$ cat src/sv/hrbp_pkg.sv
// Package for the HTTP request byte parser: payload structs, parse phase type,
// character codes and the header prefix table.
// No dependencies; every other file of the block imports it.
`default_nettype none

package hrbp_pkg;

    // Default width of the content length accumulator and body counter.
    localparam int LENGTH_BITS_DEF = 16;

    // One received byte of the request stream.
    typedef struct packed {
        logic [7:0] data_byte;
        logic       chunk_last;
    } req_item_t;

    // One parser event.
    typedef struct packed {
        logic [1:0]  event_kind;
        logic [7:0]  byte_value;
        logic        method;
        logic [15:0] body_length;
        logic        request_done;
    } evt_item_t;

    // Event kinds.
    localparam logic [1:0] KIND_PATH  = 2'd0;
    localparam logic [1:0] KIND_QUERY = 2'd1;
    localparam logic [1:0] KIND_BODY  = 2'd2;
    localparam logic [1:0] KIND_END   = 2'd3;

    // Methods.
    localparam logic METHOD_GET  = 1'b0;
    localparam logic METHOD_POST = 1'b1;

    // Parse phases, one-hot.
    typedef enum logic [5:0] {
        PH_WAIT  = 6'b000001,
        PH_PATH  = 6'b000010,
        PH_QUERY = 6'b000100,
        PH_LINE  = 6'b001000,
        PH_HDR   = 6'b010000,
        PH_BODY  = 6'b100000
    } phase_t;

    // Character codes.
    localparam logic [7:0] CH_SP    = 8'h20;
    localparam logic [7:0] CH_CR    = 8'h0D;
    localparam logic [7:0] CH_LF    = 8'h0A;
    localparam logic [7:0] CH_QMARK = 8'h3F;
    localparam logic [7:0] CH_ZERO  = 8'h30;
    localparam logic [7:0] CH_NINE  = 8'h39;

    // Method words as they appear in the recent byte window, newest lowest.
    localparam logic [31:0] GET_WORD  = 32'h4745_5420;
    localparam logic [39:0] POST_WORD = 40'h50_4F53_5420;

    // Header prefix matching.
    localparam logic [4:0] PREFIX_LEN = 5'd16;
    localparam logic [4:0] POS_DEAD   = 5'd31;

    // Characters of "Content-Length: " by position.
    function automatic logic [7:0] prefix_char(input logic [3:0] idx);
        logic [7:0] ch;
        case (idx)
            4'd0:    ch = 8'h43; // C
            4'd1:    ch = 8'h6F; // o
            4'd2:    ch = 8'h6E; // n
            4'd3:    ch = 8'h74; // t
            4'd4:    ch = 8'h65; // e
            4'd5:    ch = 8'h6E; // n
            4'd6:    ch = 8'h74; // t
            4'd7:    ch = 8'h2D; // -
            4'd8:    ch = 8'h4C; // L
            4'd9:    ch = 8'h65; // e
            4'd10:   ch = 8'h6E; // n
            4'd11:   ch = 8'h67; // g
            4'd12:   ch = 8'h74; // t
            4'd13:   ch = 8'h68; // h
            4'd14:   ch = 8'h3A; // :
            default: ch = 8'h20; // space
        endcase
        return ch;
    endfunction

endpackage

`default_nettype wire

$ cat src/sv/hrbp_core.sv
// Parse state and next-state logic of the HTTP request byte parser.
// Depends on hrbp_pkg. Updates its state on every accepted byte and
// presents the event (if any) that the byte causes in the same cycle.
`default_nettype none

module hrbp_core #(
    parameter int LENGTH_BITS = hrbp_pkg::LENGTH_BITS_DEF
) (
    input  wire logic              clk,
    input  wire logic              rst_n,
    input  wire logic              take,
    input  wire hrbp_pkg::req_item_t item,
    output logic                   evt_fire,
    output hrbp_pkg::evt_item_t    evt
);
    import hrbp_pkg::*;

    localparam int SUM_BITS = LENGTH_BITS + 4;
    localparam logic [LENGTH_BITS-1:0] LEN_MAX = {LENGTH_BITS{1'b1}};

    phase_t                 phase_reg, phase_next;
    logic [39:0]            recent_reg, recent_next;
    logic [4:0]             pos_reg, pos_next;
    logic                   digits_reg, digits_next;
    logic                   empty_reg, empty_next;
    logic                   cr_reg, cr_next;
    logic                   method_reg, method_next;
    logic [LENGTH_BITS-1:0] len_reg, len_next;
    logic [LENGTH_BITS-1:0] count_reg, count_next;

    logic [7:0]             b;
    logic [SUM_BITS-1:0]    len_ext;
    logic [SUM_BITS-1:0]    len_sum;
    logic [LENGTH_BITS-1:0] len_digit;
    logic [LENGTH_BITS-1:0] count_inc;
    logic [4:0]             pos_inc;
    logic [LENGTH_BITS+15:0] len_wide;

    assign b = item.data_byte;

    // Decimal step: length * 10 + digit, saturated at the all-ones maximum.
    assign len_ext = {4'b0000, len_reg};
    assign len_sum = (len_ext << 3) + (len_ext << 1)
                   + {{(SUM_BITS-4){1'b0}}, 4'(b - CH_ZERO)};
    assign len_digit = (len_sum > {4'b0000, LEN_MAX}) ? LEN_MAX
                                                      : len_sum[LENGTH_BITS-1:0];

    assign count_inc = count_reg + {{(LENGTH_BITS-1){1'b0}}, 1'b1};
    assign len_wide  = {16'h0000, len_reg};

    // Next-state and event logic for one accepted byte.
    always_comb
    begin
        phase_next  = phase_reg;
        recent_next = recent_reg;
        pos_next    = pos_reg;
        digits_next = digits_reg;
        empty_next  = empty_reg;
        cr_next     = cr_reg;
        method_next = method_reg;
        len_next    = len_reg;
        count_next  = count_reg;
        pos_inc     = pos_reg + 5'd1;

        evt_fire          = 1'b0;
        evt.event_kind    = KIND_PATH;
        evt.byte_value    = b;
        evt.method        = method_reg;
        evt.body_length   = len_wide[15:0];
        evt.request_done  = 1'b0;

        case (phase_reg)
            PH_PATH, PH_QUERY:
            begin
                if (b == CH_SP) begin
                    phase_next = PH_LINE;
                end else if (b == CH_CR) begin
                    phase_next = PH_LINE;
                    cr_next    = 1'b1;
                end else if (phase_reg == PH_PATH && b == CH_QMARK) begin
                    phase_next = PH_QUERY;
                end else begin
                    evt_fire       = 1'b1;
                    evt.event_kind = (phase_reg == PH_PATH) ? KIND_PATH : KIND_QUERY;
                end
            end

            PH_LINE:
            begin
                if (cr_reg && b == CH_LF) begin
                    phase_next  = PH_HDR;
                    empty_next  = 1'b1;
                    pos_next    = 5'd0;
                    digits_next = 1'b0;
                    cr_next     = 1'b0;
                end else begin
                    cr_next = (b == CH_CR);
                end
            end

            PH_HDR:
            begin
                if (cr_reg && b == CH_LF) begin
                    if (empty_reg) begin
                        if (len_reg == '0) begin
                            // Headers ended and there is no body.
                            phase_next       = PH_WAIT;
                            recent_next      = '0;
                            evt_fire         = 1'b1;
                            evt.event_kind   = KIND_END;
                            evt.byte_value   = 8'h00;
                            evt.request_done = 1'b1;
                        end else begin
                            phase_next = PH_BODY;
                            count_next = '0;
                        end
                    end
                    empty_next  = 1'b1;
                    pos_next    = 5'd0;
                    digits_next = 1'b0;
                    cr_next     = 1'b0;
                end else begin
                    // A carriage return not followed by a line feed is an ordinary byte.
                    if (cr_reg) begin
                        cr_next     = 1'b0;
                        empty_next  = 1'b0;
                        pos_next    = POS_DEAD;
                        digits_next = 1'b0;
                    end
                    if (b == CH_CR) begin
                        cr_next     = 1'b1;
                        digits_next = 1'b0;
                        if (pos_next != PREFIX_LEN)
                            pos_next = POS_DEAD;
                    end else begin
                        empty_next = 1'b0;
                        if (pos_next < PREFIX_LEN) begin
                            pos_inc = pos_next + 5'd1;
                            if (b == prefix_char(pos_next[3:0])) begin
                                pos_next = pos_inc;
                                if (pos_inc == PREFIX_LEN) begin
                                    digits_next = 1'b1;
                                    len_next    = '0;
                                end
                            end else begin
                                pos_next = POS_DEAD;
                            end
                        end else if (pos_next == PREFIX_LEN && digits_next) begin
                            if (b >= CH_ZERO && b <= CH_NINE)
                                len_next = len_digit;
                            else
                                digits_next = 1'b0;
                        end
                    end
                end
            end

            PH_BODY:
            begin
                count_next     = count_inc;
                evt_fire       = 1'b1;
                evt.event_kind = KIND_BODY;
                if (count_inc == len_reg) begin
                    evt.request_done = 1'b1;
                    phase_next       = PH_WAIT;
                    recent_next      = '0;
                    empty_next       = 1'b1;
                    pos_next         = 5'd0;
                    digits_next      = 1'b0;
                    cr_next          = 1'b0;
                end
            end

            default:
            begin
                // Method search over the last five bytes.
                recent_next = {recent_reg[31:0], b};
                if (recent_next[31:0] == GET_WORD || recent_next == POST_WORD) begin
                    method_next = (recent_next[31:0] == GET_WORD) ? METHOD_GET
                                                                  : METHOD_POST;
                    phase_next  = PH_PATH;
                    recent_next = '0;
                    len_next    = '0;
                    count_next  = '0;
                    empty_next  = 1'b1;
                    pos_next    = 5'd0;
                    digits_next = 1'b0;
                    cr_next     = 1'b0;
                end
            end
        endcase
    end

    // Parse state registers, updated on each transfer.
    always_ff @(posedge clk or negedge rst_n)
    begin
        if (!rst_n) begin
            phase_reg  <= PH_WAIT;
            recent_reg <= '0;
            pos_reg    <= 5'd0;
            digits_reg <= 1'b0;
            empty_reg  <= 1'b1;
            cr_reg     <= 1'b0;
            method_reg <= METHOD_GET;
            len_reg    <= '0;
            count_reg  <= '0;
        end else if (take) begin
            phase_reg  <= phase_next;
            recent_reg <= recent_next;
            pos_reg    <= pos_next;
            digits_reg <= digits_next;
            empty_reg  <= empty_next;
            cr_reg     <= cr_next;
            method_reg <= method_next;
            len_reg    <= len_next;
            count_reg  <= count_next;
        end
    end

endmodule

`default_nettype wire

$ cat src/sv/hrbp_outq.sv
// Two-entry event queue: output register plus skid register.
// Depends on hrbp_pkg. Lets the parser take a byte while an event waits.
`default_nettype none

module hrbp_outq (
    input  wire logic                clk,
    input  wire logic                rst_n,
    input  wire logic                push,
    input  wire hrbp_pkg::evt_item_t push_item,
    output logic                     full,
    output logic                     evt_valid,
    input  wire logic                evt_stall,
    output hrbp_pkg::evt_item_t      evt_item
);
    import hrbp_pkg::*;

    evt_item_t  head_reg;
    evt_item_t  skid_reg;
    logic [1:0] count_reg, count_next;
    logic       pop;

    assign evt_valid = (count_reg != 2'd0);
    assign evt_item  = head_reg;
    assign full      = (count_reg == 2'd2);
    assign pop       = evt_valid && !evt_stall;

    assign count_next = count_reg + {1'b0, push} - {1'b0, pop};

    // Occupancy count.
    always_ff @(posedge clk or negedge rst_n)
    begin
        if (!rst_n)
            count_reg <= 2'd0;
        else
            count_reg <= count_next;
    end

    // Payload registers; the skid entry moves up when the head is taken.
    always_ff @(posedge clk)
    begin
        if ((count_reg == 2'd0 && push) || (count_reg == 2'd1 && pop && push))
            head_reg <= push_item;
        else if (count_reg == 2'd2 && pop)
            head_reg <= skid_reg;
        if (count_reg == 2'd1 && push && !pop)
            skid_reg <= push_item;
    end

endmodule

`default_nettype wire

$ cat src/sv/http_request_byte_parser_top.sv
// Top level of the HTTP request byte parser.
// Depends on hrbp_pkg, hrbp_core and hrbp_outq.
//
//   Channel | Direction | Payload     | Handshake
//   req     | in        | req_item_t  | req_valid / req_stall
//   evt     | out       | evt_item_t  | evt_valid / evt_stall
//
// One byte is taken per cycle while req_stall is low; its event, if any, is registered in the event queue.
// The parse state updates in the cycle of the transfer, so bytes follow back to back.
// A two-entry event queue holds results; req_stall rises only when both entries are full.
// Reset (rst_n low, asynchronous) returns the parser to method search and empties the queue.
`default_nettype none

module http_request_byte_parser_top #(
    parameter int LENGTH_BITS = hrbp_pkg::LENGTH_BITS_DEF
) (
    input  wire logic                clk,
    input  wire logic                rst_n,
    input  wire logic                req_valid,
    output logic                     req_stall,
    input  wire hrbp_pkg::req_item_t req_item,
    output logic                     evt_valid,
    input  wire logic                evt_stall,
    output hrbp_pkg::evt_item_t      evt_item
);
    import hrbp_pkg::*;

    logic      take;
    logic      fire;
    logic      q_full;
    evt_item_t core_evt;

    assign req_stall = q_full;
    assign take      = req_valid && !q_full;

    // Parser state machine.
    hrbp_core #(
        .LENGTH_BITS (LENGTH_BITS)
    ) u_core (
        .clk      (clk),
        .rst_n    (rst_n),
        .take     (take),
        .item     (req_item),
        .evt_fire (fire),
        .evt      (core_evt)
    );

    // Event queue toward the consumer.
    hrbp_outq u_outq (
        .clk       (clk),
        .rst_n     (rst_n),
        .push      (take && fire),
        .push_item (core_evt),
        .full      (q_full),
        .evt_valid (evt_valid),
        .evt_stall (evt_stall),
        .evt_item  (evt_item)
    );

endmodule

`default_nettype wire

$ cat config.mk
export PLATFORM = sky130hd
export DESIGN_NAME = http_request_byte_parser_top
export DESIGN_NICKNAME = d
export VERILOG_FILES = /design/src/sv/hrbp_pkg.sv /design/src/sv/hrbp_core.sv /design/src/sv/hrbp_outq.sv /design/src/sv/http_request_byte_parser_top.sv
export SDC_FILE = /design/constraint.sdc
export NUM_CORES = 1
export LEC_CHECK = 0
export BUFFER_PORTS_ARGS = -buffer_cell sky130_fd_sc_hd__buf_2
export CORE_ASPECT_RATIO = 1.75
export CORE_MARGIN = 10
export CORE_UTILIZATION = 50
export CTS_BUF_LIST = sky130_fd_sc_hd__clkbuf_8
export DETAILED_ROUTE_END_ITERATION = 6
export HOLD_SLACK_MARGIN = 0.05
export PLACE_DENSITY = 0.68
export SETUP_SLACK_MARGIN = 0.02
export SLEW_MARGIN = 0
export SYNTH_ARGS = -nofsm -noshare
export SYNTH_HDL_FRONTEND = slang
export SYNTH_SLANG_ARGS = --single-unit
$ cat constraint.sdc
create_clock -name clk -period 10.7 [get_ports clk]
set_input_delay 2.14 -clock clk [delete_from_list [all_inputs] [get_ports clk]]
set_output_delay 2.14 -clock clk [all_outputs]
set_load 0.05 [all_outputs]
==> flow_metrics.env, run 1 <==
export IMPL_status="completed"
export IMPL_port_buffers=41
export IMPL_ys_types=88
export IMPL_ys_async_sr_fraction_pct=59.12
export IMPL_crit_required_ns=11.07
export IMPL_synth_area_top_cells="dfrtp_1 (23%), edfxtp_1 (20%), ha_1 (5.6%), mux2_2 (4.2%), a22o_1 (3.5%)"
export IMPL_combPwrFrac_pct=28.1
export IMPL_syn2layout_area_growth_pct=8.203
export IMPL_boundaryPins=43
export IMPL_power_per_cell_area_nw_per_um2=176.2
export IMPL_rsz0062_at_grt="false"
export IMPL_insertedDiodeCount=0
export IMPL_synth_top_cells_by_count="dfrtp_1 (79), edfxtp_1 (56), nand2_1 (51), o21ai_0 (43), ha_1 (38)"
export IMPL_cts_hold_buf=0
export IMPL_clock_fmax_ghz=0.1840
export IMPL_finalWeightedCongestion=0.9539
export IMPL_grt_pass1_vias=7278
export IMPL_clk_pin_slew_worst_paths_ns=0.08
export IMPL_power_frac_seq_pct=44.7
export IMPL_grt_pass1_wl_um=37920
export IMPL_peakVddDrop_v=0.00008289
export IMPL_track_usage_pct=20.34
export IMPL_swShare_pct=36.08
export IMPL_grt_start_max_net_pins=52
export IMPL_cts_resized=0
export IMPL_via_per_inst=6.516
export IMPL_ys_seq_elements=137
export IMPL_wl_per_cell_um=21.35
export IMPL_cts_buffers=17
export IMPL_vias=6966
export IMPL_internal_power_mw=1.039
export IMPL_total_power_mw=1.625
export IMPL_hpwl_um=16360
export IMPL_synth_most_common_cell="dfrtp_1"
export IMPL_synthCells=818
export IMPL_yosys_area_top_type="dfrtp_1"
export IMPL_detail_route_antenna_nets=0
export IMPL_final_setup_skew_ns=0.01839
export IMPL_clockRootBuffer="clkbuf_8"
export IMPL_fillers=1546
export IMPL_hold_class="reg -> reg"
export IMPL_largest_reg_flops=32
export IMPL_path_class="in -> reg"
export IMPL_critPathLaunchType="input pin"
export IMPL_synth_area_per_cell_um2=10.42
export IMPL_rr_startpoint="u_core.len_reg[0]"
export IMPL_leakagePower_nw=3.814
export IMPL_yosysWarningCount=0
export IMPL_finalWorstPathRequiredPeriod_ns=5.435
export IMPL_htree_levels=4
export IMPL_finalHoldViolCount=0
export IMPL_clk_latency_ns=0.45
export IMPL_setup_violations=0
export IMPL_drt_pass1_iter_count=6
export IMPL_syn_nets=871
export IMPL_multi_input_area_um2=4506
export IMPL_final_layout_size_suffix_gt1_share_pct=17.46
export IMPL_report_final_slew_viol_count=0
export IMPL_core_area_um2=16870
export IMPL_wl_um=22820
export IMPL_tightest_slew_ns=1.273
export IMPL_tritoncts="built"
export IMPL_maxSlewHeadroom_pct=15.10
export IMPL_nets=882
export IMPL_rows=63
export IMPL_drc=0
export IMPL_path_max_fanout=16
export IMPL_dieArea_um2=22880
export IMPL_cts_buffer_depth=2
export IMPL_cts_setup_buffers=0
export IMPL_finalCritPeriodShare_pct=50.79
export IMPL_tns_ns=0
export IMPL_seq_area_um2=3711
export IMPL_synthFlopType="dfrtp_1"
export IMPL_synth_area_um2=8527
export IMPL_seq_area_frac_synth_pct=43.52
export IMPL_synth_top_area_share_pct=23.18
export IMPL_clock_power_share_pct=27.2
export IMPL_synth_edff_count=56
export IMPL_antenna_found_initial=0
export IMPL_chipHeight_um=192.8
export IMPL_min_from="u_core.recent_reg[28]"
export IMPL_die_x_um=118.7
export IMPL_initial_core_util_pct=50.55
export IMPL_drt_initial_drc_count=765
export IMPL_p_sw_uw=586.4
export IMPL_maxCapViolCount=0
export IMPL_critPathArrivalTime_ns=5.80
export IMPL_grt_overflow=0
export IMPL_crit_path_end_kind="flip-flop"
export IMPL_cts_sinks=137
export IMPL_startpoint="req_item[4]"
cell usage in the layout, fill, tap and decap left out, drive strengths merged, types with 8 or more instances in the layout:
master   count
o2111ai      8
ha          38
buf         47
a211oi      23
edfxtp      56
xor2        10
a21o        11
nor2b        8
and2        13
nor2        34
xnor2       22
a21oi       39
nand4       14
nor3        15
dfrtp       79
or3          9
o2bb2ai     16
o31ai        8
inv         19
a22o        38
nor4        19
nand2       51
o21ai       45
or4         10
clkbuf      17
nand3b       8
nand3       24
mux2        32
cells by family (layout without fill, tap and decap cells):
family,count (synthesis),in the layout,share of synthesized area (%)
buf+inv,72,96,3.800
flops,137,137,43.52
xor+xnor,33,33,3.551
compound gates,237,237,20.25
simple gates,263,263,18.14
mux,36,36,4.696
fa+ha+maj,40,40,6.046
layer usage:
layer / part of all wire, % / vias to the layer above / wire (um) / global-route usage (%)
li1: - / 3208 / - / -
met1: 38 / 3467 / 8760 / 22.14
met2: 54 / 225 / 12250 / 36.94
met3: 3.8 / 66 / 863 / 3.281
met4: 4.2 / 0 / 952 / 10.99
met5: 0 / - / 0 / 0
power by group through the flow:
| stage | registers [mW] | clock network (mW) | logic, mW |
|---|---|---|---|
| after floorplan | 0.805 | 0 | 0.264 |
| after global placement | 0.730 | 0 | 0.443 |
| after detailed placement | 0.732 | 0 | 0.458 |
| after CTS | 0.725 | 0.452 | 0.460 |
| after global routing | 0.738 | 0.475 | 0.490 |
| final | 0.727 | 0.442 | 0.457 |
worst max-delay path, cell delays in order:
cell,delay (ns)
buf_2,0.27
fa_1,0.49
fa_1,0.47
a21o_1,0.23
a31oi_1,0.28
nor4b_1,0.16
or2_2,0.32
o221ai_1,0.96
a221oi_1,0.28
o2bb2ai_1,0.20
stage by stage:
stage | utilization, % | hold WS (ns) | setup WS [ns] | cells | cell area (um2)
3_3_place_gp | 52.27 | 0.4769 | 4.906 | 1037 | 8817
3_5_place_dp | 52.27 | 0.4800 | 4.845 | 1037 | 8817
4_1_cts | 54.70 | 0.5006 | 5.332 | 1069 | 9226
2_1_floorplan | - | 0.4435 | 5.347 | 818 | 8527
6_report | 54.70 | 0.4959 | 5.265 | 1069 | 9226
5_1_grt | 54.70 | 0.5143 | 5.016 | 1069 | 9226
cell type report:
cell class	instances	area share (%)
tap	227	3.078
inverter	17	0.6916
timing repair buffer	47	2.739
multi-input combinational	609	48.83
clock buffer	17	2.536
sequential	137	40.22
clock inverter	15	1.899
final timing paths:
| check | endpoint | slack, ns | depth (start not counted) |
|---|---|---|---|
| min in group asynchronous | u_core.recent_reg[23] | 1.62 | 1 |
| max in group asynchronous | u_core.len_reg[9] | 8.05 | 2 |
| hold reg to reg | u_core.recent_reg[28] | 0.50 | 1 |
| setup reg to reg | u_core.len_reg[12] | 6.68 | 9 |
| hold / removal | u_core.recent_reg[28] | 0.50 | 1 |
| setup / recovery | u_core.len_reg[12] | 5.27 | 10 |
No activity file was read; power rests on OpenSTA's default activity.
==> inputs of run 2 (changes only) <==
PLACE_DENSITY = 0.71   (was 0.68)
clock period = 4.8 ns   (was 10.7 ns; I/O delays follow)
==> flow_metrics.env, run 2 (synthesis gave the netlist of run 1 again) <==
export IMPL_largest_reg_flops=32
export IMPL_port_buffers=41
export IMPL_track_usage_pct=19.83
export IMPL_finalHoldViolCount=0
export IMPL_reg2reg_to="u_core.digits_reg"
export IMPL_worstRegToRegCells=10
export IMPL_rows=63
export IMPL_maxSlewHeadroom_pct=13.44
export IMPL_drc=0
export IMPL_cts_sinks=137
export IMPL_die_x_um=118.7
export IMPL_cts_buffer_depth=2
export IMPL_startpoint="req_item[4]"
export IMPL_grt_pass1_wl_um=36470
export IMPL_clock_fmax_ghz=0.2516
export IMPL_cts_buffers=17
export IMPL_dieArea_um2=22880
export IMPL_hpwl_um=15810
export IMPL_vias=6866
export IMPL_critPathArrivalTime_ns=4.36
export IMPL_grt_overflow=0
export IMPL_core_area_um2=16870
export IMPL_drt_pass1_iter_count=5
export IMPL_fillers=1553
export IMPL_finalCritPeriodShare_pct=82.81
export IMPL_tritoncts="built"
export IMPL_path_max_fanout=16
export IMPL_antenna_found_initial=0
export IMPL_power_per_cell_area_nw_per_um2=395.2
export IMPL_timing_hold_ws_ns=0.5018
export IMPL_finalWeightedCongestion=0.9129
export IMPL_peakVddDrop_v=0.0001838
export IMPL_maxCapViolCount=0
export IMPL_grt_start_max_net_pins=48
export IMPL_total_power_mw=3.670
export IMPL_report_final_slew_viol_count=0
export IMPL_status="completed"
export IMPL_gr_usage_met1_pct=21.45
export IMPL_htree_levels=4
export IMPL_grt_util_met2_pct=35.42
export IMPL_nets=888
export IMPL_clk_latency_ns=0.46
export IMPL_setup_violations=0
export IMPL_syn2layout_area_growth_pct=8.922
export IMPL_wl_per_cell_um=20.73
export IMPL_tns_ns=0
export IMPL_via_per_inst=6.387
export IMPL_leakagePower_nw=3.861
export IMPL_final_cell_mix="dfrtp_1 (79), edfxtp_1 (56), nand2_1 (51)"
export IMPL_final_setup_skew_ns=0.01612
export IMPL_wl_um=22280
export IMPL_path_class="in -> reg"
export IMPL_final_layout_size_suffix_gt1_share_pct=17.81
export IMPL_chipHeight_um=192.8
export IMPL_clockRootBuffer="clkbuf_8"
export IMPL_rr_startpoint="u_core.cr_reg"
export IMPL_power_frac_seq_pct=44.1
export IMPL_crit_path_end_kind="flip-flop"
export IMPL_tightest_slew_ns=1.293
export IMPL_finalWorstPathRequiredPeriod_ns=3.975
export IMPL_crit_required_ns=5.19
export IMPL_grt_busiest_layer="met2"
export IMPL_insertedDiodeCount=0
export IMPL_drt_initial_drc_count=580
export IMPL_clk_pin_slew_worst_paths_ns=0.08
export IMPL_use_met3_pct=2.578
export IMPL_clock_power_share_pct=28.2
export IMPL_grt_pass1_vias=6924
export IMPL_internal_power_mw=2.332
export IMPL_multi_input_area_um2=4506
export IMPL_seq_area_um2=3711
export IMPL_swShare_pct=36.45
export IMPL_cts_setup_buffers=0
export IMPL_p_sw_mw=1.338
export IMPL_cts_resized=0
export IMPL_detail_route_antenna_nets=0
export IMPL_critPathLaunchType="input pin"
export IMPL_timing_critical_path_to="u_core.len_reg[12]"
export IMPL_boundaryPins=43
export IMPL_layout_commonest_cell="dfrtp_1"
export IMPL_ff2ff_setup_slack_ns=0.89
export IMPL_combPwrFrac_pct=27.7
export IMPL_rsz0062_at_grt="false"
export IMPL_initial_core_util_pct=50.55
export IMPL_hold_class="reg -> reg"
export IMPL_cts_hold_buf=0
==> run 2: power by group through the flow <==
stage          Sequential [mW]  Clock [mW]  Combinational, mW
6_report                  1.62        1.04               1.02
5_1_grt                   1.64        1.10               1.09
4_1_cts                   1.61        1.05               1.03
3_5_place_dp              1.63           0               1.02
3_3_place_gp              1.63           0               1.01
2_1_floorplan             1.79           0              0.589
==> run 2: stage by stage <==
stage / util (%) / std cells / cell area (um2) / worst slack [ns]
floorplan: - / 818 / 8527 / 0.6272
global placement: 52.49 / 1042 / 8855 / 0.2056
detailed placement: 52.49 / 1042 / 8855 / 0.1850
CTS: 55.01 / 1074 / 9280 / 0.6447
global route: 55.06 / 1075 / 9288 / 0.5104
finish: 55.06 / 1075 / 9288 / 0.8252
==> run 2: how the worst min path moves through the flow <==
| stage | cells past startpoint | slack [ns] | from | to |
|---|---|---|---|---|
| detailed placement | 1 | 0.48 | u_core.recent_reg[27] | u_core.recent_reg[27] |
| finish | 1 | 0.50 | u_core.recent_reg[30] | u_core.recent_reg[30] |
| CTS | 1 | 0.51 | u_core.recent_reg[30] | u_core.recent_reg[30] |
| global route | 1 | 0.52 | u_core.recent_reg[24] | u_core.recent_reg[24] |
| floorplan | 0 | 0.44 | u_core.method_reg | u_outq.skid_reg[17] |
| global placement | 1 | 0.48 | u_core.recent_reg[27] | u_core.recent_reg[27] |
==> run 2: routing by layer <==
layer / part of all wire, % / vias up
met4: 5.5 / 0
li1: - / 3209
met2: 53 / 186
met5: 0 / -
met3: 3.4 / 72
met1: 38 / 3399
==> run 2: area by class of cell <==
cell class,instances,share of cell area (%)
Multi-Input combinational cell,609,48.51
Sequential cell,137,39.96
Timing Repair Buffer,53,3.206
Tap cell,227,3.058
Clock buffer,17,2.519
Clock inverter,15,2.061
Inverter,17,0.6871
==> run 2: critical path, cell delays in order <==
cell,delay (ns)
buf_2,0.18
fa_1,0.55
ha_1,0.33
a211oi_1,0.32
o211ai_1,0.25
a21oi_1,0.21
mux2i_1,0.11
o211ai_1,1.01
a221oi_1,0.25
o2bb2ai_1,0.19
==> inputs of run 3 (changes only) <==
ABC_AREA = 1   (was default)
clock period = 3.55 ns   (was 4.8 ns; I/O delays follow)
==> flow_metrics.env, run 3 <==
export IMPL_synth_edff_count=56
export IMPL_finalWorstPathRequiredPeriod_ns=2.991
export IMPL_clock_fmax_ghz=0.3344
export IMPL_core_area_um2=17030
export IMPL_rsz0062_at_grt="false"
export IMPL_via_per_inst=5.529
export IMPL_peakVddDrop_v=0.0002344
export IMPL_yosysWarningCount=0
export IMPL_syn_nets=1169
export IMPL_violations="DRC"
export IMPL_synth_top_cells_by_count="nand2_1 (377), inv_1 (108), nand3_1 (86), nor2_1 (85), dfrtp_1 (79)"
export IMPL_ys_async_sr_fraction_pct=59.12
export IMPL_ys_types=48
export IMPL_cts_buffers=17
export IMPL_final_layout_size_suffix_gt1_share_pct=14.24
export IMPL_critPathArrivalTime_ns=3.34
export IMPL_clk_pin_slew_worst_paths_ns=0.10
export IMPL_dieArea_um2=23250
export IMPL_report_final_slew_viol_count=0
export IMPL_ys_seq_elements=137
export IMPL_hpwl_um=17770
export IMPL_crit_path_end_kind="flip-flop"
export IMPL_nets=1220
export IMPL_grt_pass1_vias=7784
export IMPL_finalHoldViolCount=0
export IMPL_clk_latency_ns=0.47
export IMPL_ff2ff_setup_slack_ns=0.56
export IMPL_final_cell_mix="nand2_1 (377), inv_1 (108), nand3_1 (86)"
export IMPL_track_usage_pct=20.09
export IMPL_worstRegToRegCells=16
export IMPL_finalCritPeriodShare_pct=84.25
export IMPL_leakagePower_nw=4.834
export IMPL_grt_overflow=0
export IMPL_insertedDiodeCount=0
export IMPL_reg2reg_to="u_core.len_reg[0]"
export IMPL_cts_sinks=137
export IMPL_synthFlopType="dfrtp_1"
export IMPL_power_frac_seq_pct=47.1
export IMPL_tightest_slew_ns=0.8863
export IMPL_grt_start_max_net_pins=67
export IMPL_cts_hold_buf=0
export IMPL_drt_initial_drc_count=506
export IMPL_cts_setup_buffers=0
export IMPL_grt_pass1_wl_um=37790
export IMPL_power_per_cell_area_nw_per_um2=453.7
export IMPL_crit_required_ns=3.90
export IMPL_cts_resized=0
export IMPL_finalWorstSetupSlack_ns=0.5593
export IMPL_tns_ns=0
export IMPL_port_buffers=41
export IMPL_hold_class="in -> async"
export IMPL_htree_levels=4
export IMPL_boundaryPins=43
export IMPL_drt_pass1_iter_count=7
export IMPL_layout_commonest_cell="nand2_1"
export IMPL_combPwrFrac_pct=21.6
export IMPL_fillers=1640
export IMPL_rows=63
export IMPL_drc=2
export IMPL_detail_route_antenna_nets=0
export IMPL_tritoncts="built"
export IMPL_yosys_area_top_type="dfrtp_1"
export IMPL_p_sw_mw=1.541
export IMPL_swShare_pct=35.33
export IMPL_die_x_um=119.6
export IMPL_internal_power_mw=2.821
export IMPL_synthCells=1116
export IMPL_clock_power_share_pct=31.2
export IMPL_critPathLaunchType="flip-flop"
export IMPL_wl_um=23180
export IMPL_status="complete, but fails checks"
export IMPL_dp_slack_ns=0.1765
export IMPL_path_class="reg -> reg"
export IMPL_synth_top_area_share_pct=22.76
export IMPL_cts_buffer_depth=2
export IMPL_seq_area_frac_synth_pct=42.73
export IMPL_maxCapViolCount=0
export IMPL_setup_violations=0
export IMPL_wl_per_cell_um=16.47
export IMPL_synth_most_common_cell="nand2_1"
export IMPL_largest_reg_flops=32
export IMPL_initial_core_util_pct=51.01
export IMPL_maxSlewHeadroom_pct=40.91
export IMPL_final_setup_skew_ns=0.02219
export IMPL_chipHeight_um=194.4
export IMPL_antenna_found_initial=0
export IMPL_synth_area_per_cell_um2=7.783
export IMPL_synth_area_top_cells="dfrtp_1 (23%), edfxtp_1 (19%), nand2_1 (16%), ha_1 (5.5%), nand3_1 (5.0%)"
export IMPL_synth_area_um2=8686
export IMPL_rr_startpoint="u_core.len_reg[1]"
export IMPL_finalWeightedCongestion=0.9383
export IMPL_vias=7780
export IMPL_clockRootBuffer="clkbuf_8"
export IMPL_path_max_fanout=16
export IMPL_syn2layout_area_growth_pct=10.67
[run 3: metrics by stage]
step                utilization [%]  hold slack, ns  area (um2)  power [mW]  instances
global route                  56.46          0.4150        9613       4.577       1407
detailed placement            54.00          0.4698        9194       3.041       1375
global placement              54.00          0.4575        9194       3.012       1375
floorplan                         -          0.4144        8701       2.823       1116
finish                        56.46          0.3476        9613       4.362       1407
CTS                           56.46          0.3942        9613       4.394       1407
[run 3: cells by family (layout without fill, tap and decap cells)]
kind of cell	after synthesis	after routing	synth area share (%)
adder cells (fa/ha/maj)	40	40	5.935
buffers and inverters	144	208	7.073
multiplexers	1	1	0.1296
AND/OR/NAND/NOR	643	643	32.44
XOR/XNOR	19	19	2.074
AO/OA/AOI/OAI	132	132	9.623
flip-flops	137	137	42.73
[run 3: critical path, cell delays in order, from the launching register on]
cell and delay, ns:
dfrtp_1 0.57, ha_1 0.31, ha_1 0.23, fa_1 0.41, nand2_1 0.08, nand2_1 0.05
o21ai_0 0.18, o21ai_1 0.24, nand3_1 0.14, nand2_1 0.06, nand2_1 0.06, nand2_1 0.06
nor2_2 0.13, buf_12 0.16, nand3_1 0.09, nand2_1 0.06, nand2_1 0.04
[run 3: routing by layer]
layer	wire length (um)	GRT usage, %	part of all wire (%)	vias to the layer above
met5	0	0	0	-
met4	1305	12.12	5.6	0
met3	902	3.627	3.9	89
met2	12830	37.46	55	239
met1	8143	19.81	35	3648
li1	-	-	-	3804
[run 3: cell type report]
type,instances,area (um2),share of cell area (%)
Sequential cell,137,3711,38.60
Inverter,116,435.4,4.529
Multi-Input combinational cell,835,4375,45.52
Timing Repair Buffer,60,387.9,4.035
Tap cell,227,284.0,2.955
Clock buffer,17,234.0,2.434
Clock inverter,15,185.2,1.926
[run 3: power groups by stage]
| stage | combinational (mW) | sequential (mW) | clock [mW] |
|---|---|---|---|
| 2_1_floorplan | 0.620 | 2.20 | 0 |
| 3_3_place_gp | 0.933 | 2.08 | 0 |
| 3_5_place_dp | 0.953 | 2.09 | 0 |
| 4_1_cts | 0.956 | 2.06 | 1.38 |
| 5_1_grt | 1.04 | 2.09 | 1.45 |
| 6_report | 0.944 | 2.06 | 1.36 |
[run 3: worst max-delay path by stage]
| stage | from | endpoint | cells past startpoint |
|---|---|---|---|
| final | u_core.len_reg[1] | u_core.len_reg[0] | 16 |
| after global routing | u_core.count_reg[0] | u_core.recent_reg[31] | 16 |
| after CTS | u_core.len_reg[0] | u_core.len_reg[0] | 15 |
| after detailed placement | req_item[4] | u_core.len_reg[2] | 16 |
| after global placement | req_item[4] | u_core.len_reg[3] | 16 |
| after floorplan | req_item[8] | u_outq.skid_reg[0] | 11 |
